<file path="src/design/assert_macros.svh">
// ----------------------------------------------------------------------------
// assert_macros.svh
// Concurrent assertion helpers, compiled out when ASSERT_OFF is defined.
// ----------------------------------------------------------------------------
`ifndef ASSERT_MACROS_SVH
`define ASSERT_MACROS_SVH

`ifndef ASSERT_OFF

// condition holds in the same cycle as the trigger
`define ASSERT_SAME(label, clk, rst_n, trig, cond) \
    label: assert property (@(posedge clk) disable iff (!rst_n) (trig) |-> (cond)) \
        else $error("assertion failed");

// condition holds in the cycle after the trigger
`define ASSERT_NEXT(label, clk, rst_n, trig, cond) \
    label: assert property (@(posedge clk) disable iff (!rst_n) (trig) |=> (cond)) \
        else $error("assertion failed");

`else

`define ASSERT_SAME(label, clk, rst_n, trig, cond)
`define ASSERT_NEXT(label, clk, rst_n, trig, cond)

`endif

`endif

</file>
<file path="src/design/rsf_pkg.sv">
// ----------------------------------------------------------------------------
// rsf_pkg
// Shared types, widths and constants of the restriction site fragmenter.
// ----------------------------------------------------------------------------
package rsf_pkg;

    localparam int MAX_MOTIF_DEF    = 8;
    localparam int MAX_READ_LEN_DEF = 65536;

    localparam int BASE_W      = 8;
    localparam int PATTERN_W   = 64;
    localparam int BYTE_IDX_W  = 3;
    localparam int CFG_LEN_W   = 4;
    localparam int CFG_IDX_W   = 2;
    localparam int START_W     = 16;
    localparam int LEN_W       = 17;

    // register map
    typedef logic [CFG_IDX_W-1:0] t_cfg_idx;
    localparam t_cfg_idx CFG_MOTIF_PATTERN = 2'd0;
    localparam t_cfg_idx CFG_MOTIF_LENGTH  = 2'd1;
    localparam t_cfg_idx CFG_CUT_OFFSET    = 2'd2;

    // "GATC", first base in the low byte
    localparam logic [PATTERN_W-1:0] MOTIF_GATC     = 64'h0000_0000_4354_4147;
    localparam logic [CFG_LEN_W-1:0] MOTIF_LEN_RST  = 4'd4;
    localparam logic [CFG_LEN_W-1:0] CUT_OFFSET_RST = 4'd0;

    // output queue
    localparam int OQ_DEPTH = 4;
    localparam int OQ_PTR_W = 2;
    localparam int OQ_CNT_W = 3;

    typedef struct packed {
        logic [START_W-1:0] frag_start;
        logic [LEN_W-1:0]   frag_length;
        logic               final_fragment;
        logic               run_last;
    } t_result;

    // up to two results produced for one item
    typedef struct packed {
        logic [1:0] push;
        t_result    slot0;
        t_result    slot1;
    } t_emit;

    function automatic logic [BASE_W-1:0] motif_byte(
        input logic [PATTERN_W-1:0]  pattern,
        input logic [BYTE_IDX_W-1:0] idx
    );
        motif_byte = pattern[{idx, 3'b000} +: BASE_W];
    endfunction

endpackage

</file>
<file path="src/design/rsf_cell.sv">
// ----------------------------------------------------------------------------
// rsf_cell
// One history cell: holds one base, passes it on, compares it to its motif byte.
// ----------------------------------------------------------------------------
module rsf_cell (
    input  logic                      i_clk,
    input  logic                      i_rst_n,
    input  logic                      i_shift,
    input  logic [rsf_pkg::BASE_W-1:0] i_d,
    input  logic [rsf_pkg::BASE_W-1:0] i_want,
    input  logic                      i_active,
    output logic [rsf_pkg::BASE_W-1:0] o_q,
    output logic                      o_hit
);

    logic [rsf_pkg::BASE_W-1:0] r_q;
    logic [rsf_pkg::BASE_W-1:0] n_q;

    always_comb begin
        n_q = i_shift ? i_d : r_q;
    end

    always_ff @(posedge i_clk) begin
        if (!i_rst_n) begin
            r_q <= '0;
        end else begin
            r_q <= n_q;
        end
    end

    // cells past the motif length always agree
    assign o_hit = !i_active || (r_q == i_want);
    assign o_q   = r_q;

endmodule

</file>
<file path="src/design/rsf_cut.sv">
// ----------------------------------------------------------------------------
// rsf_cut
// Cut evaluation: read position, last boundary, and fragment generation.
// ----------------------------------------------------------------------------
module rsf_cut #(
    parameter int MAX_READ_LEN = rsf_pkg::MAX_READ_LEN_DEF
) (
    input  logic                          i_clk,
    input  logic                          i_rst_n,
    input  logic                          i_advance,
    input  logic                          i_last,
    input  logic                          i_match,
    input  logic [rsf_pkg::CFG_LEN_W-1:0] i_motif_len,
    input  logic [rsf_pkg::CFG_LEN_W-1:0] i_cut_offset,
    output rsf_pkg::t_emit                o_emit
);

    localparam int POS_W = $clog2(MAX_READ_LEN + 1);
    localparam int BND_W = $clog2(MAX_READ_LEN);
    localparam logic [POS_W-1:0] POS_LIMIT = POS_W'(MAX_READ_LEN);

    logic [POS_W-1:0] r_pos;
    logic [POS_W-1:0] n_pos;
    logic [BND_W-1:0] r_bnd;
    logic [BND_W-1:0] n_bnd;

    logic                          in_range;
    logic [POS_W-1:0]              pos_n;
    logic [POS_W-1:0]              m_ext;
    logic [rsf_pkg::CFG_LEN_W-1:0] off;
    logic [POS_W-1:0]              cut;
    logic [POS_W-1:0]              bnd_ext;
    logic [POS_W-1:0]              bnd_mid;
    logic                          hit;
    logic                          cut_ok;
    logic                          fin_ok;
    rsf_pkg::t_result              cut_res;
    rsf_pkg::t_result              fin_res;

    always_comb begin
        // bases past the length limit are not counted
        in_range = r_pos < POS_LIMIT;
        pos_n    = in_range ? r_pos + POS_W'(1) : r_pos;
        m_ext    = POS_W'(i_motif_len);
        off      = (i_cut_offset > i_motif_len) ? i_motif_len : i_cut_offset;
        cut      = pos_n - m_ext + POS_W'(off);
        bnd_ext  = POS_W'(r_bnd);
        hit      = in_range && (pos_n >= m_ext) && i_match;
        // cut must lie strictly inside the read and beyond the last boundary
        cut_ok   = hit && (cut != '0) && (cut < POS_LIMIT)
                   && !(i_last && (cut == pos_n)) && (cut > bnd_ext);
        bnd_mid  = cut_ok ? cut : bnd_ext;
        fin_ok   = i_last && (pos_n > bnd_mid);

        cut_res.frag_start     = rsf_pkg::START_W'(r_bnd);
        cut_res.frag_length    = rsf_pkg::LEN_W'(cut - bnd_ext);
        cut_res.final_fragment = 1'b0;
        cut_res.run_last       = !fin_ok;

        fin_res.frag_start     = rsf_pkg::START_W'(bnd_mid);
        fin_res.frag_length    = rsf_pkg::LEN_W'(pos_n - bnd_mid);
        fin_res.final_fragment = 1'b1;
        fin_res.run_last       = 1'b1;

        o_emit.push  = i_advance ? {cut_ok & fin_ok, cut_ok ^ fin_ok} : 2'd0;
        o_emit.slot0 = cut_ok ? cut_res : fin_res;
        o_emit.slot1 = fin_res;
    end

    always_comb begin
        n_pos = r_pos;
        n_bnd = r_bnd;
        if (i_advance) begin
            if (i_last) begin
                n_pos = '0;
                n_bnd = '0;
            end else begin
                n_pos = pos_n;
                n_bnd = BND_W'(bnd_mid);
            end
        end
    end

    always_ff @(posedge i_clk) begin
        if (!i_rst_n) begin
            r_pos <= '0;
            r_bnd <= '0;
        end else begin
            r_pos <= n_pos;
            r_bnd <= n_bnd;
        end
    end

endmodule

</file>
<file path="src/design/rsf_oq.sv">
// ----------------------------------------------------------------------------
// rsf_oq
// Output queue: takes up to two results a cycle, hands out one when the reader is ready.
// ----------------------------------------------------------------------------
module rsf_oq (
    input  logic             i_clk,
    input  logic             i_rst_n,
    input  rsf_pkg::t_emit   i_emit,
    output logic             o_room,
    output logic             o_valid,
    input  logic             i_ready,
    output rsf_pkg::t_result o_res
);

    rsf_pkg::t_result r_mem [rsf_pkg::OQ_DEPTH];

    logic [rsf_pkg::OQ_PTR_W-1:0] r_wr;
    logic [rsf_pkg::OQ_PTR_W-1:0] n_wr;
    logic [rsf_pkg::OQ_PTR_W-1:0] r_rd;
    logic [rsf_pkg::OQ_PTR_W-1:0] n_rd;
    logic [rsf_pkg::OQ_CNT_W-1:0] r_cnt;
    logic [rsf_pkg::OQ_CNT_W-1:0] n_cnt;
    logic [rsf_pkg::OQ_PTR_W-1:0] wr_next;
    logic                         pop;

    assign o_valid = (r_cnt != '0);
    assign pop     = o_valid && i_ready;
    assign wr_next = r_wr + rsf_pkg::OQ_PTR_W'(1);
    // room for a full pair
    assign o_room  = r_cnt <= rsf_pkg::OQ_CNT_W'(rsf_pkg::OQ_DEPTH - 2);
    assign o_res   = r_mem[r_rd];

    always_comb begin
        n_wr  = r_wr + rsf_pkg::OQ_PTR_W'(i_emit.push);
        n_rd  = r_rd + rsf_pkg::OQ_PTR_W'(pop);
        n_cnt = r_cnt + rsf_pkg::OQ_CNT_W'(i_emit.push) - rsf_pkg::OQ_CNT_W'(pop);
    end

    always_ff @(posedge i_clk) begin
        if (i_emit.push != 2'd0) begin
            r_mem[r_wr] <= i_emit.slot0;
        end
        if (i_emit.push == 2'd2) begin
            r_mem[wr_next] <= i_emit.slot1;
        end
    end

    always_ff @(posedge i_clk) begin
        if (!i_rst_n) begin
            r_wr  <= '0;
            r_rd  <= '0;
            r_cnt <= '0;
        end else begin
            r_wr  <= n_wr;
            r_rd  <= n_rd;
            r_cnt <= n_cnt;
        end
    end

endmodule

</file>
<file path="src/design/restriction_site_fragmenter.sv">
// ----------------------------------------------------------------------------
// restriction_site_fragmenter
// Streaming restriction digest: cuts a read at motif sites into fragments.
// ----------------------------------------------------------------------------
// Usage:
//   Input channel (i_in_valid / o_in_ready) carries one base item per cycle
//   while o_in_ready is high, with i_read_end set on the final base of the read.
//   Output channel (o_out_valid / i_out_ready) carries fragments as start and
//   length; o_final_fragment marks the read's last fragment and o_run_last
//   marks the last fragment caused by one base item.
//   Config channel (i_cfg_valid / o_cfg_ready, always ready) writes motif
//   pattern, motif length and cut offset; write it only while idle.
// Path: a base item is registered in stage A; the fragments that it closes are
//   written into the output queue, which offers them on the output channel.
// Throughput: one base item per cycle while the output queue has room; the
//   motif cell row shifts once per accepted item and compares combinationally;
//   an item that yields two fragments occupies the single output port for both.
// Reset: clears position, boundary, history and queue, and restores the
//   GATC motif with length 4 and offset 0.
// Stall: a 4-entry output queue absorbs results; while it holds more than two,
//   the item in stage A waits and o_in_ready stays low until it drains.
// ----------------------------------------------------------------------------
`include "assert_macros.svh"

module restriction_site_fragmenter #(
    parameter int MAX_MOTIF    = rsf_pkg::MAX_MOTIF_DEF,
    parameter int MAX_READ_LEN = rsf_pkg::MAX_READ_LEN_DEF
) (
    input  logic                          i_clk,
    input  logic                          i_rst_n,
    // base items
    input  logic                          i_in_valid,
    output logic                          o_in_ready,
    input  logic [rsf_pkg::BASE_W-1:0]    i_base,
    input  logic                          i_read_end,
    // fragment items
    output logic                          o_out_valid,
    input  logic                          i_out_ready,
    output logic [rsf_pkg::START_W-1:0]   o_frag_start,
    output logic [rsf_pkg::LEN_W-1:0]     o_frag_length,
    output logic                          o_final_fragment,
    output logic                          o_run_last,
    // configuration writes
    input  logic                          i_cfg_valid,
    output logic                          o_cfg_ready,
    input  logic [rsf_pkg::CFG_IDX_W-1:0] i_cfg_index,
    input  logic [rsf_pkg::PATTERN_W-1:0] i_cfg_data
);

    // ---------------- configuration registers ----------------
    logic [rsf_pkg::PATTERN_W-1:0] r_cfg_pattern;
    logic [rsf_pkg::CFG_LEN_W-1:0] r_cfg_len;
    logic [rsf_pkg::CFG_LEN_W-1:0] r_cfg_off;

    assign o_cfg_ready = 1'b1;

    always_ff @(posedge i_clk) begin
        if (!i_rst_n) begin
            r_cfg_pattern <= rsf_pkg::MOTIF_GATC;
            r_cfg_len     <= rsf_pkg::MOTIF_LEN_RST;
            r_cfg_off     <= rsf_pkg::CUT_OFFSET_RST;
        end else if (i_cfg_valid && o_cfg_ready) begin
            unique case (i_cfg_index)
                rsf_pkg::CFG_MOTIF_PATTERN: r_cfg_pattern <= i_cfg_data;
                rsf_pkg::CFG_MOTIF_LENGTH:  r_cfg_len <= i_cfg_data[rsf_pkg::CFG_LEN_W-1:0];
                rsf_pkg::CFG_CUT_OFFSET:    r_cfg_off <= i_cfg_data[rsf_pkg::CFG_LEN_W-1:0];
                default: ; // unmapped index: write dropped
            endcase
        end
    end

    // effective motif length: zero acts as one, capped at the cell count
    logic [rsf_pkg::CFG_LEN_W-1:0] motif_len;

    always_comb begin
        if (r_cfg_len == '0) begin
            motif_len = rsf_pkg::CFG_LEN_W'(1);
        end else if (r_cfg_len > rsf_pkg::CFG_LEN_W'(MAX_MOTIF)) begin
            motif_len = rsf_pkg::CFG_LEN_W'(MAX_MOTIF);
        end else begin
            motif_len = r_cfg_len;
        end
    end

    // ---------------- stage A: base enters the cell row ----------------
    logic r_a_valid;
    logic n_a_valid;
    logic r_a_last;
    logic n_a_last;
    logic in_accept;
    logic advance;
    logic oq_room;

    assign advance    = r_a_valid && oq_room;
    assign o_in_ready = !r_a_valid || advance;
    assign in_accept  = i_in_valid && o_in_ready;

    always_comb begin
        n_a_valid = r_a_valid;
        n_a_last  = r_a_last;
        if (in_accept) begin
            n_a_valid = 1'b1;
            n_a_last  = i_read_end;
        end else if (advance) begin
            n_a_valid = 1'b0;
        end
    end

    always_ff @(posedge i_clk) begin
        if (!i_rst_n) begin
            r_a_valid <= 1'b0;
            r_a_last  <= 1'b0;
        end else begin
            r_a_valid <= n_a_valid;
            r_a_last  <= n_a_last;
        end
    end

    // Cell k holds the base seen k items ago and compares it against motif
    // byte (len-1-k). The row shifts on every accepted item; stale bases from
    // an earlier read are masked by the position check downstream.
    logic [rsf_pkg::BASE_W-1:0] hist_q [MAX_MOTIF];
    logic [MAX_MOTIF-1:0]       cell_hit;

    for (genvar k = 0; k < MAX_MOTIF; k++) begin : g_cell
        logic [rsf_pkg::CFG_LEN_W-1:0] byte_sel;
        logic [rsf_pkg::BASE_W-1:0]    want;
        logic                          active;
        logic [rsf_pkg::BASE_W-1:0]    d_in;

        assign active   = rsf_pkg::CFG_LEN_W'(k) < motif_len;
        assign byte_sel = motif_len - rsf_pkg::CFG_LEN_W'(1) - rsf_pkg::CFG_LEN_W'(k);
        assign want     = rsf_pkg::motif_byte(r_cfg_pattern,
                                              byte_sel[rsf_pkg::BYTE_IDX_W-1:0]);

        if (k == 0) begin : g_head
            assign d_in = i_base;
        end else begin : g_link
            assign d_in = hist_q[k-1];
        end

        rsf_cell u_cell (
            .i_clk    (i_clk),
            .i_rst_n  (i_rst_n),
            .i_shift  (in_accept),
            .i_d      (d_in),
            .i_want   (want),
            .i_active (active),
            .o_q      (hist_q[k]),
            .o_hit    (cell_hit[k])
        );
    end

    // ---------------- stage B: cut evaluation ----------------
    rsf_pkg::t_emit emit;

    rsf_cut #(
        .MAX_READ_LEN (MAX_READ_LEN)
    ) u_cut (
        .i_clk        (i_clk),
        .i_rst_n      (i_rst_n),
        .i_advance    (advance),
        .i_last       (r_a_last),
        .i_match      (&cell_hit),
        .i_motif_len  (motif_len),
        .i_cut_offset (r_cfg_off),
        .o_emit       (emit)
    );

    // ---------------- output queue ----------------
    rsf_pkg::t_result out_res;

    rsf_oq u_oq (
        .i_clk   (i_clk),
        .i_rst_n (i_rst_n),
        .i_emit  (emit),
        .o_room  (oq_room),
        .o_valid (o_out_valid),
        .i_ready (i_out_ready),
        .o_res   (out_res)
    );

    assign o_frag_start     = out_res.frag_start;
    assign o_frag_length    = out_res.frag_length;
    assign o_final_fragment = out_res.final_fragment;
    assign o_run_last       = out_res.run_last;

    // ---------------- assertions ----------------
    // the read's closing fragment is always the last one of its item
    `ASSERT_SAME(a_final_is_run_last, i_clk, i_rst_n, o_out_valid && o_final_fragment, o_run_last)
    // a pair is always a cut fragment followed by the closing one
    `ASSERT_SAME(a_pair_order, i_clk, i_rst_n, emit.push == 2'd2, emit.slot1.final_fragment && !emit.slot0.run_last && !emit.slot0.final_fragment)
    // a held item keeps its slot and the cell row does not move under it
    `ASSERT_NEXT(a_hold_stage_a, i_clk, i_rst_n, r_a_valid && !advance, r_a_valid && $stable(hist_q[MAX_MOTIF-1]))

endmodule

</file>
<file path="config.mk">
export PLATFORM = sky130hd
export DESIGN_NAME = restriction_site_fragmenter
export DESIGN_NICKNAME = d
export VERILOG_FILES = /design/src/design/rsf_pkg.sv /design/src/design/rsf_cell.sv /design/src/design/rsf_cut.sv /design/src/design/rsf_oq.sv /design/src/design/restriction_site_fragmenter.sv
export VERILOG_INCLUDE_DIRS = /design/src /design/src/design
export SDC_FILE = /design/constraint.sdc
export NUM_CORES = 1
export LEC_CHECK = 0
export BUFFER_PORTS_ARGS = -buffer_cell sky130_fd_sc_hd__buf_2
export CAP_MARGIN = 5
export CELL_PAD_IN_SITES_DETAIL_PLACEMENT = 1
export CELL_PAD_IN_SITES_GLOBAL_PLACEMENT = 2
export CORE_ASPECT_RATIO = 1.2
export CORE_UTILIZATION = 40
export CTS_CLUSTER_DIAMETER = 80
export CTS_CLUSTER_SIZE = 25
export DETAILED_ROUTE_END_ITERATION = 6
export GPL_TIMING_DRIVEN = 0
export PLACE_DENSITY_LB_ADDON = 0.1
export SYNTH_ARGS = -nofsm -noshare
export SYNTH_HDL_FRONTEND = slang
export SYNTH_SLANG_ARGS = --single-unit
</file>
<file path="constraint.sdc">
create_clock -name i_clk -period 12.5 [get_ports i_clk]
set_input_delay 0 -clock i_clk [delete_from_list [all_inputs] [get_ports i_clk]]
set_output_delay 0 -clock i_clk [all_outputs]
set_load 0.02 [all_outputs]
</file>
* After elaboration in Yosys (flattened, before gate mapping)
Memories as Yosys holds them, arrays and structs flattened. A register that Yosys moved wholly into a read port is not among the register bits.
Cells that the tools add are included.
** Storage, ports and cells
- Flip-flop bits (word level) :: 178
- Memory bits (writable) :: 140
- Input port bits :: 80
- Word-level logic and storage cells :: 132
- Memories kept :: 1
** Memories
- u_oq.r_mem :: depth 4, bits a word 35, read ports 1, clocked after memory_dff 1, wr ports 2, line rsf_oq.sv:15 : rsf_pkg::t_result r_mem [rsf_pkg::OQ_DEPTH];
** Operators by class
- $add $sub $neg :: 18
- $lt $le $gt $ge :: 16
- Equality and inequality tests :: 12
- Shift operators :: 8
- Multiplexer cells :: 16
- Bitwise gates (word level) :: 2
- Reductions and logical operators :: 41
** Operators by type and width (number)
- variable part select 64 x 7 -> 8 bit :: 8
- == test 8 bit :: 8
- two-way mux 17 bit :: 3
- two-way mux 35 bit :: 1
- less-than comparator 17 bit (second input constant) :: 2
- adder 17 x 1 -> 17 bit (second input constant) :: 1
- adder 17 x 4 -> 17 bit :: 1
- == test 17 bit :: 1
- >= comparator 17 x 4 -> 1 bit :: 1
- greater-than comparator 17 x 16 -> 1 bit :: 1
- greater-than comparator 17 bit :: 1
- nonzero test 17 bit :: 1
- subtractor 17 x 16 -> 17 bit :: 1
- subtractor 17 bit :: 1
- subtractor 17 x 4 -> 17 bit :: 1
- less-than comparator 3 x 4 -> 1 bit (first input constant) :: 4
- two-way mux 16 bit :: 1
- two-way mux 4 bit :: 3
- subtractor 3 bit (second input constant) :: 4
- logical AND 1 bit :: 11
- zero test 1 bit :: 11
- logical OR 1 bit :: 9
- less-than comparator 1 x 4 -> 1 bit (first input constant) :: 2
- less-than comparator 2 x 4 -> 1 bit (first input constant) :: 2
- other kinds (22) :: 34

* Logic depth before layout (Yosys ltp)
- Depth in word-level cells :: 22
- Depth in mapped cells :: 52

* Modules after synthesis
Synthesis repeated with hierarchy kept, for this count alone.
** Second synthesis, totals
- Cell total of the unflattened synthesis :: 2080
- Area total of the unflattened synthesis :: 21657.0 µm²
** By module, submodules not included
- rsf_oq :: times used 1, cells each 383, area an instance 7196.9 µm², sequential area each 4344.2 µm²
- rsf_cut :: times used 1, cells each 821, area an instance 5926.9 µm², sequential area each 660.6 µm²
- restriction_site_fragmenter :: times used 1, cells each 588, area an instance 5420.2 µm², sequential area each 1481.4 µm²
- rsf_cell :: times used 8, cells each 36, area an instance 389.1 µm², sequential area each 160.2 µm²

* Least setup slack after synthesis
OpenSTA, ideal clock, no wires.
- Path kind :: register -> register
- From :: reg r_cfg_len[3] in the netlist's numbering
- To :: mem u_oq.r_mem[0][1] in the netlist's numbering
- Setup time :: 0.119 ns
- Arrival time :: 11.108 ns
- Required time :: 12.381 ns
- Slack :: 1.273 ns
- Cell stages (with the launch flop) :: 48
- Path buffers :: 5
- Path through :: dfxtp_1 buf_2 nand2b_1 clkbuf_1 clkbuf_1 ha_1 nor2b_1 o21ai_0 nand2b_1 a21oi_1 a41o_1 o21ai_0 fa_1 fa_1 a21oi_1 o21ai_0 a2111oi_0 o41ai_1 [... 12 more ...] ha_1 nor2b_1 o21ai_0 a21boi_0 o21ai_0 a21boi_0 o2111ai_1 a31oi_1 a21oi_1 o21ai_0 a211oi_1 nor3_1 ha_1 o21ai_0 nand2b_1 clkbuf_1 nand2_1 o21a_1
** RTL lines
- from (decl) :: line restriction_site_fragmenter.sv:52 : logic [rsf_pkg::CFG_LEN_W-1:0] r_cfg_len;
- from (signal assigned) :: line restriction_site_fragmenter.sv:60 : r_cfg_len <= rsf_pkg::MOTIF_LEN_RST;
- from (signal assigned) :: line restriction_site_fragmenter.sv:65 : rsf_pkg::CFG_MOTIF_LENGTH: r_cfg_len <= i_cfg_data[rsf_pkg::CFG_LEN_W-1:0];
- to (decl) :: line rsf_oq.sv:15

==> impl_metrics.ini <==
[run_status]
outcome = completed

[routing]
num_vias = 19300
dr.pass1.iters = 5
wl_per_cell_um = 26.3
drt_iter0_markers = 1093
postRouteAntennaNets = 0
finalWirelength_um = 84400
vias_per_cell = 5.99
drc = 0

[grt]
antenna_found_initial = 0
track_usage = 0.313
overflow = 0
grt_pass1_wl_um = 125000
grt_pass1_vias = 19800
grt_max_degree = 31

[synthesis]
postSynthCellCount = 2259
synthArstFlopShare = 0
ys.flop_type = dfxtp_1
synth-seq-cells = 318
syn_area_per_cell_sq_um = 9.30
ys_seq_area_frac = 0.366
ys_types = 93
synthesis.area_sq_um = 21000
yosys_warnings = 0
synth_edf_count = 132

[worst_setup_path]
cp-end-kind = flip-flop
cp_max_fo = 28
rr_worst_depth = 48
cpMaxStageDelayCell = or4_4
worstPathRequired_ns = 12.75
max_stage_delay_ns = 0.66
critPathArrivalTime_ns = 12.18
path_class = flip-flop to flip-flop
start_kind = flip-flop

[sta]
max_slew_margin = 0.217
fmax_mhz = 83.8
min_period_over_period = 0.955
hold_violations = 0
min_period_ns = 11.93
slew_violations = 0
finClkSkew_ns = 0.0454
final-setup-viol-count = 0
setup_tns_ns = 0
worstMarginPinSlew_ns = 1.17

[placement]
dpl_cell_area_sq_um = 22500
dp_hpwl_um = 65400
globalplace.congestion = 0.954
port_buffers = 115

[finish]
seq_area_sq_um = 7690
nets = 2669
nFillCells = 5899
multi_input_area_sq_um = 12500
synthToLayoutAreaGrowth_pct = 16.8
final_cell_mix = 340 x nand2_1, 198 x a21oi_1, 185 x dfxtp_1
design_area_sq_um = 24500
drive_gt1_frac = 0.152
layout_commonest_cell = nand2_1

[cts]
h-tree-depth = 1
clock_latency_ns = 0.58
path_clk_slew_ns = 0.09
cts-root-buf = clkbuf_16
cts_buffers = 21
clock_path_buffers = 3
cts_tree = yes
cts_sinks = 318

[floorplanning]
initial_utilization = 0.407
core_sq_um = 51600
pin_count = 118
dieArea_sq_um = 53400
fp.dieH_um = 253
fp.dieW_um = 211
rows = 91

[power_and_ir_drop]
p_leak_nw = 9.02
seqPwrFrac = 0.351
p_int_w = 0.00192
powerDensity_nw_per_um2 = 131
combPwrFrac = 0.407
p_total_w = 0.00321
netSwitchingFraction = 0.401
ir_worst_vdd_mv = 0.126
p_clk_frac = 0.242
power.switching_w = 0.00129

[flow_run]
maxCapViolations = 0

[hold_path]
hold_depth = 4
min_path_type = input port to flip-flop
-- cell families (layout without fill, tap and decap cells) --
group	Yosys count	after routing	share of synthesized area
AOI/OAI and AO/OA	601	601	0.193
muxes	176	176	0.124
and+or+nand+nor	707	707	0.158
other	1	3	0.000179
xor gates and xnor gates	133	133	0.0564
DFF	318	318	0.366
adders and majority gates	88	88	0.0549
buffers and inverters	235	491	0.0483
-- Yosys cell counts, types with 11 or more instances --
master,n,area [sq um]
nand2_1,345,1290
a21oi_1,200,1000
dfxtp_1,186,3720
edfxtp_1,132,3960
nor2_1,95,357
clkbuf_1,92,345
xnor2_1,92,806
mux2i_1,90,901
ha_1,81,1010
inv_1,81,304
a22o_1,68,596
nand3_1,66,330
mux4_2,64,1440
o22ai_1,64,400
o21ai_0,50,250
xor2_1,40,350
a22oi_1,37,278
a31oi_1,30,188
or3_1,28,175
and3_1,23,144
buf_2,22,110
nor3_1,22,110
a21o_1,20,150
mux2_2,20,225
buf_1,19,71.3
nand2b_1,19,119
nand4_1,18,113
and2_1,16,100
o21a_1,13,97.6
a211oi_1,11,82.6
a221oi_1,11,96.3
nor2b_1,11,68.8
-- sequential cells by signal (all words and copies together) (netlist names) --
name / count
g_cell.u_cell.o_q: 64
r_a_last: 1
r_a_valid: 1
r_cfg_len: 4
r_cfg_off: 4
r_cfg_pattern: 64
u_cut.r_bnd: 16
u_cut.r_pos: 17
u_oq.r_cnt: 3
u_oq.r_mem: 140
u_oq.r_rd: 2
u_oq.r_wr: 2
-- layout make-up --
| class | count | area share |
|---|---|---|
| antenna | 1 | 0.000102 |
| inverter | 86 | 0.0133 |
| sequential | 318 | 0.313 |
| tap | 697 | 0.0356 |
| buffer | 144 | 0.0294 |
| multi-input combinational | 1707 | 0.511 |
| clock inverter | 12 | 0.00694 |
| timing repair buffer | 223 | 0.0671 |
| clock buffer | 26 | 0.0231 |
-- what timing repair did --
action	in CTS	in global routing
buffers inserted	6	19
endpoints found under the setup margin	277	277
hold buffers	79	0
pin swaps	6	6
resized for setup	49	33
hold endpoints to repair	85	0
-- power groups by stage --
stage	Clock (W)	Combinational (W)	Sequential [W]
floorplan	0	0.000858	0.00113
global placement	0	0.00124	0.00115
detailed placement	0	0.00126	0.00115
CTS	0.000797	0.00129	0.00113
global route	0.000825	0.00140	0.00113
finish	0.000777	0.00131	0.00113
-- critical path: cells and delay by family (launching register included) --
kind,cells,cell delay [ns]
AO/OA/AOI/OAI,22,4.48
flip-flops,1,0.34
buffers and inverters,7,1.56
XOR/XNOR,1,0.27
AND/OR/NAND/NOR,11,2.24
multiplexers,1,0.27
adder cells (fa/ha/maj),6,2.38
-- layer usage --
| metal | share of wire | track usage |
|---|---|---|
| met5 | 0 | 0 |
| met2 | 0.54 | 0.613 |
| met3 | 0.040 | 0.0316 |
| met4 | 0.055 | 0.155 |
| met1 | 0.36 | 0.326 |
-- path summary, 6_finish.rpt --
check | from | end | slack [ns]
worst max-delay path | r_cfg_len[3]$_SDFFE_PN0P_ | u_oq.r_mem[2][25]$_DFFE_PP_ | 0.57
worst min-delay path | i_cfg_index[1] | r_cfg_off[3]$_SDFFE_PN0P_ | 0.03
worst max register to register | r_cfg_len[3]$_SDFFE_PN0P_ | u_oq.r_mem[2][25]$_DFFE_PP_ | 0.57
worst min register to register | u_oq.r_mem[1][1]$_SDFFE_PP1N_ | u_oq.r_mem[1][1]$_SDFFE_PP1N_ | 0.48
-- metrics by stage --
step                      instances  hold slack, ns  utilization  worst slack (ns)
final                          3214          0.0253        0.476             0.566
after global routing           3213          0.0499        0.475           -0.0464
after CTS                      3195         0.00202        0.471            0.0442
after detailed placement       3076           0.238        0.437             -2.40
after global placement         3072           0.228        0.435             -3.20
after floorplan                2260           0.124            -              1.27
(Power assumes the default switching activity.)
